**src/hdl/tcf_pkg.sv**
```systemverilog
// tcf_pkg: shared types and constants of the client TCP connection state machine.
// Holds operation, result-kind, flag and state codes, and the front-to-back command word.
// No dependencies.
`default_nettype none

package tcf_pkg;

	// request codes carried in op
	localparam logic [1:0] OP_RECV = 2'd0;
	localparam logic [1:0] OP_OPEN = 2'd1;
	localparam logic [1:0] OP_SEND = 2'd2;

	// result kinds
	localparam logic [1:0] KIND_STATUS = 2'd0;
	localparam logic [1:0] KIND_TX     = 2'd1;
	localparam logic [1:0] KIND_RX     = 2'd2;

	// TCP flag bits
	localparam logic [8:0] FLAG_FIN = 9'h001;
	localparam logic [8:0] FLAG_SYN = 9'h002;
	localparam logic [8:0] FLAG_RST = 9'h004;
	localparam logic [8:0] FLAG_ACK = 9'h010;

	localparam logic [10:0] MAX_PAYLOAD  = 11'd1460;
	localparam logic [10:0] IP_HDR_BYTES = 11'd20;

	// TCP header words: plain header, or header with MSS option on SYN
	localparam logic [2:0]  OFF_PLAIN   = 3'd5;
	localparam logic [2:0]  OFF_MSS     = 3'd6;
	localparam logic [10:0] IPLEN_PLAIN = IP_HDR_BYTES + {6'd0, OFF_PLAIN, 2'b00};
	localparam logic [10:0] IPLEN_MSS   = IP_HDR_BYTES + {6'd0, OFF_MSS, 2'b00};

	// connection states
	localparam logic [2:0] ST_CLOSED        = 3'd0;
	localparam logic [2:0] ST_SYN_SENT      = 3'd1;
	localparam logic [2:0] ST_ESTABLISHED   = 3'd2;
	localparam logic [2:0] ST_FIN_WAIT1     = 3'd3;
	localparam logic [2:0] ST_FIN_WAIT2     = 3'd4;
	localparam logic [2:0] ST_PEER_CLOSED   = 3'd5;
	localparam logic [2:0] ST_AWAIT_FIN_ACK = 3'd6;

	localparam int QUEUE_DEPTH = 4;
	localparam int QUEUE_AW    = $clog2(QUEUE_DEPTH);

	// classified request, front to back
	typedef struct packed {
		logic [1:0]  op;
		logic        port_hit;
		logic [8:0]  flags;       // received flags, or send flags for a send request
		logic [15:0] plen;        // received payload bytes, saturated at zero
		logic        plen_nz;
		logic [31:0] rack;
		logic [31:0] ack_one;     // remote_seq + 1
		logic [31:0] ack_data;    // remote_seq + payload bytes
		logic [10:0] send_inc;    // sequence advance of a send request
		logic [10:0] send_iplen;
		logic [2:0]  send_off;
	} cmd_t;

	// one result word
	typedef struct packed {
		logic [1:0]  kind;
		logic [8:0]  flags;
		logic [31:0] seq;
		logic [31:0] ack;
		logic [2:0]  off;
		logic [10:0] iplen;
		logic [15:0] plen;
		logic [2:0]  state;
	} res_t;

endpackage

`default_nettype wire

```
**src/hdl/tcp_client_connection_fsm.sv**
```systemverilog
// tcp_client_connection_fsm: client-side TCP connection state machine for one socket.
// Top level; instantiates tcf_front, tcf_queue and tcf_back, uses tcf_pkg.
//
// Each accepted word is a received segment header (op 0), an open request (op 1) or a
// send request (op 2); it yields one or two result words, the final one marked by last.
// The input side takes one word per clock while in_stall is low: a registered
// classifier filters on local_port, extracts flags and computes the payload length, then
// hands a command into a 4-deep queue. The connection engine pops one command per clock
// while the output is not stalled and no second result is held, and keeps conn state,
// local seq and local ack. An established-state FIN or an established-state data segment
// yields two results; the second waits in a holding register, and no command is popped
// until it has moved to the output register. A word passes through the classifier stage,
// the queue and the output register. in_stall depends only on registered state (stage
// valid and queue occupancy). Write local_port only while the block is idle.
`default_nettype none

module tcp_client_connection_fsm import tcf_pkg::*; (
	input  logic        clk,
	input  logic        arst_n,
	// configuration: local_port
	input  logic        cfg_we,
	input  logic [15:0] cfg_wdata,
	// request channel
	input  logic        in_valid,
	output logic        in_stall,
	input  logic [1:0]  op,
	input  logic [15:0] dest_port,
	input  logic [15:0] offset_fields,
	input  logic [15:0] ip_total_length,
	input  logic [3:0]  ip_header_words,
	input  logic [31:0] remote_seq,
	input  logic [31:0] remote_ack,
	input  logic [8:0]  send_flags,
	input  logic [10:0] send_length,
	// result channel
	output logic        out_valid,
	input  logic        out_stall,
	output logic [1:0]  kind,
	output logic [8:0]  tx_flags,
	output logic [31:0] tx_seq,
	output logic [31:0] tx_ack,
	output logic [2:0]  tx_data_offset,
	output logic [10:0] tx_ip_length,
	output logic [15:0] payload_length,
	output logic [2:0]  connection_state,
	output logic        last
);

	logic cmd_valid;
	cmd_t cmd_in;
	logic cmd_full;
	logic head_valid;
	cmd_t head;
	logic head_pop;
	res_t res;

	// classify: port filter, flag split, payload length, send sizing
	tcf_front u_front (
		.clk             (clk),
		.arst_n          (arst_n),
		.cfg_we          (cfg_we),
		.cfg_wdata       (cfg_wdata),
		.in_valid        (in_valid),
		.in_stall        (in_stall),
		.op              (op),
		.dest_port       (dest_port),
		.offset_fields   (offset_fields),
		.ip_total_length (ip_total_length),
		.ip_header_words (ip_header_words),
		.remote_seq      (remote_seq),
		.remote_ack      (remote_ack),
		.send_flags      (send_flags),
		.send_length     (send_length),
		.cmd_valid       (cmd_valid),
		.cmd             (cmd_in),
		.cmd_full        (cmd_full)
	);

	// decouple: absorb output stalls while the classifier keeps taking words
	tcf_queue u_queue (
		.clk        (clk),
		.arst_n     (arst_n),
		.push_valid (cmd_valid),
		.push_data  (cmd_in),
		.full       (cmd_full),
		.pop_valid  (head_valid),
		.pop_data   (head),
		.pop        (head_pop)
	);

	// execute: state machine, seq/ack bookkeeping, result words
	tcf_back u_back (
		.clk       (clk),
		.arst_n    (arst_n),
		.cmd_valid (head_valid),
		.cmd       (head),
		.cmd_pop   (head_pop),
		.out_valid (out_valid),
		.out_stall (out_stall),
		.res       (res),
		.res_last  (last)
	);

	assign kind             = res.kind;
	assign tx_flags         = res.flags;
	assign tx_seq           = res.seq;
	assign tx_ack           = res.ack;
	assign tx_data_offset   = res.off;
	assign tx_ip_length     = res.iplen;
	assign payload_length   = res.plen;
	assign connection_state = res.state;

endmodule

`default_nettype wire

```
**src/hdl/tcf_front.sv**
```systemverilog
// tcf_front: accepts request words, filters on the local port and classifies them.
// Holds the local_port register and one registered stage; uses tcf_pkg.
`default_nettype none

module tcf_front import tcf_pkg::*; (
	input  logic        clk,
	input  logic        arst_n,
	input  logic        cfg_we,
	input  logic [15:0] cfg_wdata,
	input  logic        in_valid,
	output logic        in_stall,
	input  logic [1:0]  op,
	input  logic [15:0] dest_port,
	input  logic [15:0] offset_fields,
	input  logic [15:0] ip_total_length,
	input  logic [3:0]  ip_header_words,
	input  logic [31:0] remote_seq,
	input  logic [31:0] remote_ack,
	input  logic [8:0]  send_flags,
	input  logic [10:0] send_length,
	output logic        cmd_valid,
	output cmd_t        cmd,
	input  logic        cmd_full
);

	logic [15:0] local_port_q;
	logic        valid_s1;
	cmd_t        cmd_s1;
	cmd_t        cls;
	logic        advance;
	logic [6:0]  hdr_sum;
	logic [15:0] plen;
	logic [10:0] len_sat;
	logic        bump;

	always_ff @(posedge clk or negedge arst_n) begin
		if (!arst_n) begin
			local_port_q <= '0;
		end else if (cfg_we) begin
			local_port_q <= cfg_wdata;
		end
	end

	always_comb begin
		hdr_sum = {1'b0, offset_fields[15:12], 2'b00} + {1'b0, ip_header_words, 2'b00};
		if (ip_total_length >= {9'd0, hdr_sum}) begin
			plen = ip_total_length - {9'd0, hdr_sum};
		end else begin
			plen = '0;
		end
		len_sat = (send_length > MAX_PAYLOAD) ? MAX_PAYLOAD : send_length;
		bump    = |(send_flags & (FLAG_FIN | FLAG_SYN));

		cls.op         = op;
		cls.port_hit   = (dest_port == local_port_q);
		cls.flags      = (op == OP_SEND) ? send_flags : offset_fields[8:0];
		cls.plen       = plen;
		cls.plen_nz    = (plen != 16'd0);
		cls.rack       = remote_ack;
		cls.ack_one    = remote_seq + 32'd1;
		cls.ack_data   = remote_seq + {16'd0, plen};
		cls.send_inc   = len_sat + {10'd0, bump};
		cls.send_off   = (|(send_flags & FLAG_SYN)) ? OFF_MSS : OFF_PLAIN;
		cls.send_iplen = IP_HDR_BYTES + {6'd0, cls.send_off, 2'b00} + len_sat;
	end

	// stage advances when empty or when the queue takes its word
	assign advance  = !valid_s1 || !cmd_full;
	assign in_stall = !advance;

	always_ff @(posedge clk or negedge arst_n) begin
		if (!arst_n) begin
			valid_s1 <= 1'b0;
		end else if (advance) begin
			valid_s1 <= in_valid;
		end
	end

	always_ff @(posedge clk) begin
		if (advance && in_valid) begin
			cmd_s1 <= cls;
		end
	end

	assign cmd_valid = valid_s1;
	assign cmd       = cmd_s1;

endmodule

`default_nettype wire

```
**src/hdl/tcf_queue.sv**
```systemverilog
// tcf_queue: short command queue between the classifier and the connection engine.
// Register-file FIFO of QUEUE_DEPTH cmd_t words; uses tcf_pkg.
`default_nettype none

module tcf_queue import tcf_pkg::*; (
	input  logic clk,
	input  logic arst_n,
	input  logic push_valid,
	input  cmd_t push_data,
	output logic full,
	output logic pop_valid,
	output cmd_t pop_data,
	input  logic pop
);

	cmd_t                mem_q [QUEUE_DEPTH];
	logic [QUEUE_AW-1:0] wr_ptr_q;
	logic [QUEUE_AW-1:0] rd_ptr_q;
	logic [QUEUE_AW:0]   cnt_q;
	logic                push;

	assign full      = (cnt_q == (QUEUE_AW+1)'(QUEUE_DEPTH));
	assign push      = push_valid && !full;
	assign pop_valid = (cnt_q != '0);
	assign pop_data  = mem_q[rd_ptr_q];

	always_ff @(posedge clk) begin
		if (push) begin
			mem_q[wr_ptr_q] <= push_data;
		end
	end

	always_ff @(posedge clk or negedge arst_n) begin
		if (!arst_n) begin
			wr_ptr_q <= '0;
			rd_ptr_q <= '0;
			cnt_q    <= '0;
		end else begin
			if (push) begin
				wr_ptr_q <= (wr_ptr_q == QUEUE_AW'(QUEUE_DEPTH - 1)) ? '0 : wr_ptr_q + 1'b1;
			end
			if (pop) begin
				rd_ptr_q <= (rd_ptr_q == QUEUE_AW'(QUEUE_DEPTH - 1)) ? '0 : rd_ptr_q + 1'b1;
			end
			if (push && !pop) begin
				cnt_q <= cnt_q + 1'b1;
			end else if (pop && !push) begin
				cnt_q <= cnt_q - 1'b1;
			end
		end
	end

`ifndef SYNTHESIS
	a_cnt_bound: assert property (@(posedge clk) disable iff (!arst_n)
		cnt_q <= (QUEUE_AW+1)'(QUEUE_DEPTH))
		else $error("queue count above depth");
	a_no_underflow: assert property (@(posedge clk) disable iff (!arst_n)
		pop |-> pop_valid)
		else $error("pop from empty queue");
	a_cnt_track: assert property (@(posedge clk) disable iff (!arst_n)
		(push && !pop) |=> cnt_q == $past(cnt_q) + 1'b1)
		else $error("queue count lost a push");
`endif

endmodule

`default_nettype wire

```
**src/hdl/tcf_back.sv**
```systemverilog
// tcf_back: connection engine; runs the state machine and builds the result words.
// Holds state, local seq/ack, the output register and a second-result holding register.
// Uses tcf_pkg.
`default_nettype none

module tcf_back import tcf_pkg::*; (
	input  logic clk,
	input  logic arst_n,
	input  logic cmd_valid,
	input  cmd_t cmd,
	output logic cmd_pop,
	output logic out_valid,
	input  logic out_stall,
	output res_t res,
	output logic res_last
);

	logic [2:0]  st_q;
	logic [31:0] seq_q;
	logic [31:0] ack_q;
	logic        out_v_q;
	res_t        out_q;
	logic        out_last_q;
	logic        pend_v_q;
	res_t        pend_q;

	logic [2:0]  st_n;
	logic [31:0] seq_n;
	logic [31:0] ack_n;
	res_t        r0;
	res_t        r1;
	logic        two;
	logic        emit;
	logic        f_fin;
	logic        f_syn;
	logic        f_rst;
	logic        f_ack;
	logic        load_ok;

	function automatic res_t tx_res(input logic [8:0] f, input logic [31:0] s,
			input logic [31:0] a, input logic [2:0] o, input logic [10:0] l,
			input logic [2:0] st);
		res_t r;
		r.kind  = KIND_TX;
		r.flags = f;
		r.seq   = s;
		r.ack   = a;
		r.off   = o;
		r.iplen = l;
		r.plen  = '0;
		r.state = st;
		return r;
	endfunction

	function automatic res_t status_res(input logic [2:0] st);
		res_t r;
		r       = '0;
		r.kind  = KIND_STATUS;
		r.state = st;
		return r;
	endfunction

	assign f_fin = |(cmd.flags & FLAG_FIN);
	assign f_syn = |(cmd.flags & FLAG_SYN);
	assign f_rst = |(cmd.flags & FLAG_RST);
	assign f_ack = |(cmd.flags & FLAG_ACK);

	always_comb begin
		st_n  = st_q;
		seq_n = seq_q;
		ack_n = ack_q;
		r0    = status_res(st_q);
		r1    = status_res(st_q);
		two   = 1'b0;
		emit  = 1'b0;
		case (cmd.op)
			OP_OPEN: begin
				if (st_q == ST_CLOSED) begin
					st_n  = ST_SYN_SENT;
					seq_n = seq_q + 32'd1;
					r0    = tx_res(FLAG_SYN, seq_q, ack_q, OFF_MSS, IPLEN_MSS, ST_SYN_SENT);
					emit  = 1'b1;
				end
			end
			OP_SEND: begin
				if (f_fin && st_q == ST_ESTABLISHED) begin
					st_n = ST_FIN_WAIT1;
				end
				seq_n = seq_q + {21'd0, cmd.send_inc};
				r0    = tx_res(cmd.flags, seq_q, ack_q, cmd.send_off, cmd.send_iplen, st_n);
				emit  = 1'b1;
			end
			OP_RECV: begin
				if (cmd.port_hit) begin
					case (st_q)
						ST_SYN_SENT: begin
							if (f_syn && f_ack) begin
								st_n  = ST_ESTABLISHED;
								seq_n = cmd.rack;
								ack_n = cmd.ack_one;
								r0    = tx_res(FLAG_ACK, cmd.rack, cmd.ack_one, OFF_PLAIN,
									IPLEN_PLAIN, ST_ESTABLISHED);
								emit  = 1'b1;
							end else if (f_rst) begin
								st_n = ST_CLOSED;
							end
						end
						ST_ESTABLISHED: begin
							if (f_rst) begin
								st_n = ST_CLOSED;
							end else if (f_fin) begin
								// ack the FIN, then close our side right away
								st_n  = ST_AWAIT_FIN_ACK;
								ack_n = cmd.ack_one;
								seq_n = seq_q + 32'd1;
								r0    = tx_res(FLAG_ACK, seq_q, cmd.ack_one, OFF_PLAIN,
									IPLEN_PLAIN, ST_PEER_CLOSED);
								r1    = tx_res(FLAG_FIN | FLAG_ACK, seq_q, cmd.ack_one,
									OFF_PLAIN, IPLEN_PLAIN, ST_AWAIT_FIN_ACK);
								two   = 1'b1;
								emit  = 1'b1;
							end else if (f_ack) begin
								seq_n = cmd.rack;
								if (cmd.plen_nz) begin
									ack_n      = cmd.ack_data;
									r0         = '0;
									r0.kind    = KIND_RX;
									r0.plen    = cmd.plen;
									r0.state   = ST_ESTABLISHED;
									r1         = tx_res(FLAG_ACK, cmd.rack, cmd.ack_data,
										OFF_PLAIN, IPLEN_PLAIN, ST_ESTABLISHED);
									two        = 1'b1;
									emit       = 1'b1;
								end
							end
						end
						ST_FIN_WAIT1: begin
							if (f_fin && f_ack) begin
								st_n  = ST_CLOSED;
								ack_n = cmd.ack_one;
								r0    = tx_res(FLAG_ACK, seq_q, cmd.ack_one, OFF_PLAIN,
									IPLEN_PLAIN, ST_CLOSED);
								emit  = 1'b1;
							end else if (f_ack) begin
								st_n = ST_FIN_WAIT2;
							end
						end
						ST_FIN_WAIT2: begin
							if (f_fin) begin
								st_n  = ST_CLOSED;
								ack_n = cmd.ack_one;
								r0    = tx_res(FLAG_ACK, seq_q, cmd.ack_one, OFF_PLAIN,
									IPLEN_PLAIN, ST_CLOSED);
								emit  = 1'b1;
							end
						end
						ST_AWAIT_FIN_ACK: begin
							if (f_ack) begin
								st_n = ST_CLOSED;
							end
						end
						default: begin
						end
					endcase
				end
			end
			default: begin
			end
		endcase
		if (!emit) begin
			r0 = status_res(st_n);
		end
	end

	// output register free now, or freed by the taker this cycle
	assign load_ok = !out_v_q || !out_stall;
	assign cmd_pop = cmd_valid && !pend_v_q && load_ok;

	always_ff @(posedge clk or negedge arst_n) begin
		if (!arst_n) begin
			st_q     <= ST_CLOSED;
			seq_q    <= '0;
			ack_q    <= '0;
			out_v_q  <= 1'b0;
			pend_v_q <= 1'b0;
		end else begin
			if (cmd_pop) begin
				st_q  <= st_n;
				seq_q <= seq_n;
				ack_q <= ack_n;
			end
			if (load_ok) begin
				if (pend_v_q) begin
					out_v_q  <= 1'b1;
					pend_v_q <= 1'b0;
				end else begin
					out_v_q  <= cmd_pop;
					pend_v_q <= cmd_pop && two;
				end
			end
		end
	end

	always_ff @(posedge clk) begin
		if (load_ok) begin
			if (pend_v_q) begin
				out_q      <= pend_q;
				out_last_q <= 1'b1;
			end else if (cmd_pop) begin
				out_q      <= r0;
				out_last_q <= !two;
				pend_q     <= r1;
			end
		end
	end

	assign out_valid = out_v_q;
	assign res       = out_q;
	assign res_last  = out_last_q;

`ifndef SYNTHESIS
	a_pend_behind_out: assert property (@(posedge clk) disable iff (!arst_n)
		pend_v_q |-> out_v_q)
		else $error("second result held without a first one in the output register");
	a_first_has_partner: assert property (@(posedge clk) disable iff (!arst_n)
		(out_v_q && !out_last_q) |-> pend_v_q)
		else $error("non-final result shown with no second result pending");
	a_state_on_pop: assert property (@(posedge clk) disable iff (!arst_n)
		!cmd_pop |=> $stable(st_q) && $stable(seq_q) && $stable(ack_q))
		else $error("connection state moved without a command");
`endif

endmodule

`default_nettype wire
```
**config.mk**
```make
export PLATFORM = sky130hd
export DESIGN_NAME = tcp_client_connection_fsm
export DESIGN_NICKNAME = d
export VERILOG_FILES = /design/src/hdl/tcf_pkg.sv /design/src/hdl/tcp_client_connection_fsm.sv /design/src/hdl/tcf_front.sv /design/src/hdl/tcf_queue.sv /design/src/hdl/tcf_back.sv
export SDC_FILE = /design/constraint.sdc
export NUM_CORES = 1
export LEC_CHECK = 0
export CORE_ASPECT_RATIO = 1.5
export CORE_MARGIN = 2
export CORE_UTILIZATION = 64
export DETAILED_ROUTE_END_ITERATION = 6
export DONT_BUFFER_PORTS = 1
export HOLD_SLACK_MARGIN = 0.03
export PLACE_DENSITY = 0.8
export SYNTH_ARGS = -nofsm -noshare
export SYNTH_HDL_FRONTEND = slang
export SYNTH_SLANG_ARGS = --single-unit
```
**constraint.sdc**
```tcl
create_clock -name clk -period 9.3 [get_ports clk]
set_input_delay 0.465 -clock clk [delete_from_list [all_inputs] [get_ports clk]]
set_output_delay 0.465 -clock clk [all_outputs]
set_load 0.03 [all_outputs]
```
==> flow_metrics.tcl <==
set metrics [dict create \
    status "finished clean" \
    die_y_um 322.8 \
    required_ns 9.59 \
    post-route-min-period_ns 5.447 \
    cp.depth 8 \
    synth.distinct_cells 87 \
    drt-initial-drc-count 2525 \
    port_buffers 0 \
    synth.most_common_cell "edfxtp_1" \
    cp_num_buf_inv 2 \
    syn_inst 2756 \
    setup_viol 0 \
    synth-seq-cells 1015 \
    synthArstFlopShare_pct 9.163 \
    grt_pass1_vias 26280 \
    synth_top_area_share_pct 63.85 \
    hold_path_class "input pin to register" \
    antenna_found_initial 4 \
    timing.rr.start "u_queue.rd_ptr_q[1]" \
    grt_pass1_wl_um 159600 \
    use_met2_pct 54.37 \
    cp_top_family "compound AO/OA/AOI/OAI gates" \
    io_pins 270 \
    fmax_mhz 183.6 \
    dp_hpwl_um 63560 \
    timing.final.crit_share_pct 58.56 \
    path_cells "buf_4 > mux4_2 > nand2_1 > o22ai_2 > buf_4 > nor3b_1 > a211o_1 > o21ai_0" \
    r2r_slack_ns 3.85 \
    irDropWorstVdd_uv 223.4 \
    avgSynthCellArea_um2 15.73 \
    reg2reg_to "u_back.res[89]" \
    grt_max_degree 150 \
    critPathKind "register to register" \
    grtUsageTotal_pct 30.83 \
    synth_commonest_cells "edfxtp_1 (922), nand2_1 (168), o21ai_0 (152), mux4_2 (149), nor2_1 (147)" \
    crit_start "u_queue.rd_ptr_q[1]" \
    hold_end "u_front.cmd[63]" \
    critPathMaxFanout 63 \
    p_per_area_mw_per_mm2 332.0 \
    fin_skew_ns 0.02479 \
    ant_nets 0 \
    core_area_mm2 0.06691 \
    core.rowCount 116 \
    die_area_mm2 0.06989 \
    slew_headroom_pct 17.14 \
    min_from "remote_seq[6]" \
    cts.path.max_buffers 3 \
    rsz0062_at_grt "false" \
    slew_viol_final 0 \
    worstSetupStartpointType "register" \
    synth.area.top_cells "edfxtp_1 (64%), mux4_2 (7.7%), dfrtp_1 (5.4%)" \
    worst_pin_slew_ns 1.243 \
    synth_edf_count 922 \
    synthFlopType "edfxtp_1" \
    slowest_delay_ns 1.08 \
    leakagePower_nw 16.01 \
    synth_top_area_cell "edfxtp_1" \
    syn_to_final_growth_pct 11.43 \
    start_util_pct 64.81 \
    grt_use_met1_pct 36.74 \
    clock_sinks 1015 \
    cts_buffers 88 \
    drive_gt1_share_pct 14.39 \
    yosys_warnings 0 \
    use_met3_pct 5.017 \
    cts_resized 0 \
    netlist_area_mm2 0.04336 \
    path_clk_slew_ns 0.07 \
    hold_viol 0 \
    top_usage_layer "met2" \
    nNetsFinal 3050 \
    endpoint_kind "register" \
    die_w_um 216.5 \
    synth_nets 2968 \
    num_vias 25410 \
    viasPerCell 6.686 \
    drc 0 \
    htree_num_levels 3 \
    r2r_cells 8 \
    slowest_stage "dfrtp_4" \
    avgRoutedWirePerCell_um 28.04 \
    cp_common_cell "buf_4" \
    routed_wl_um 106600 \
    cts_tree "done" \
    holdWs_ns 0.06034 \
    fin_setup_tns_ns 0 \
    cap_violations 0 \
    cp.arrival_ns 5.74 \
    cts_root_buf "clkbuf_16" \
    gr-total-overflow 0 \
    clk_latency_ns 0.67 \
    min_path_cells 1 \
    seq_area_frac_synth_pct 69.22 \
    gp_congestion 0.9382 \
    drt-pass1-iter-count 5 \
]
[layout by cell type (no fill, tap or decap), types with 13 or more instances in the layout]
cell	instances
dlygate4sd3_1	119
clkbuf_16	90
inv_1	36
and3_1	14
nor2b_1	44
ha_1	48
buf_4	36
a22o_1	73
a21oi_1	113
clkinv_2	19
clkinv_1	13
mux2i_1	42
nand4_1	29
o21ai_0	152
a21oi_2	29
nand3_1	48
dfrtp_1	90
o31ai_1	13
edfxtp_1	922
nor3_1	44
xnor2_1	71
a22oi_1	71
mux2_2	32
clkbuf_1	19
nor2_1	143
mux4_2	149
xor2_1	50
nand2_1	168
[repair_timing]
item                       CTS  global route
setup endpoints to repair    0             0
hold buffers               120             0
hold endpoints to repair   210             0
buffers inserted             0             0
[state kept, by name (all words and copies together), names as in the netlist]
register	cells
u_queue.rd_ptr_q	2
u_back.out_valid	1
u_back.pend_v_q	1
u_back.seq_q	32
u_front.cmd	149
u_queue.cnt_q	3
u_back.res	107
u_queue.wr_ptr_q	2
u_front.cmd_valid	1
u_back.st_q	3
u_front.local_port_q	16
u_back.pend_q	69
u_back.res_last	1
u_back.ack_q	32
u_queue.mem_q	596
[metal layers]
metal / share of wire [%] / up-vias
met4: 5.2 / 4
met2: 53 / 1273
met1: 35 / 12860
met5: 0.017 / -
li1: - / 10970
met3: 6.7 / 301
[per-stage QoR]
stage | total power, mW | instance area, um2 | worst slack, ns | utilization, % | std cells
finish | 16.04 | 48320 | 3.853 | 72.22 | 3800
global route | 16.69 | 48310 | 3.492 | 72.21 | 3797
CTS | 16.06 | 48310 | 3.885 | 72.20 | 3796
detailed placement | 12.25 | 44140 | 3.441 | 65.97 | 3513
global placement | 12.03 | 44140 | 3.446 | 65.97 | 3513
floorplan | 10.81 | 43360 | 1.285 | - | 2756
[final cells by class]
type | count | area (um2)
clock buffer | 111 | 2351
multi-input combinational | 1535 | 12530
tap | 885 | 1107
fill | 4057 | 18590
inverter | 39 | 146.4
antenna | 4 | 10.01
sequential | 1015 | 30030
clock inverter | 52 | 598.1
timing repair buffer | 159 | 1549
[cells by family (layout without fill, tap and decap cells)]
group	after synthesis	count (layout)	synth area share, %
flops	1015	1015	69.22
simple gates	575	575	6.357
compound gates	562	562	8.694
mux	224	224	9.600
buf+inv	206	361	2.075
xor+xnor	121	121	2.444
fa+ha+maj	53	53	1.616
other cells	0	4	0
[worst max-delay path by stage]
| stage | to |
|---|---|
| final | u_back.res[89] |
| after global placement | u_front.cmd[55] |
| after global routing | u_back.seq_q[16] |
| after detailed placement | u_front.cmd[55] |
| after CTS | u_back.seq_q[16] |
| after floorplan | u_front.cmd[0] |
[where the power goes]
group | internal, mW | switching (mW) | total, mW
Combinational | 1.75 | 2.92 | 4.67
Clock | 2.11 | 1.63 | 3.74
Sequential | 6.48 | 1.14 | 7.62
Note: power is estimated with default switching activity, not from simulation.
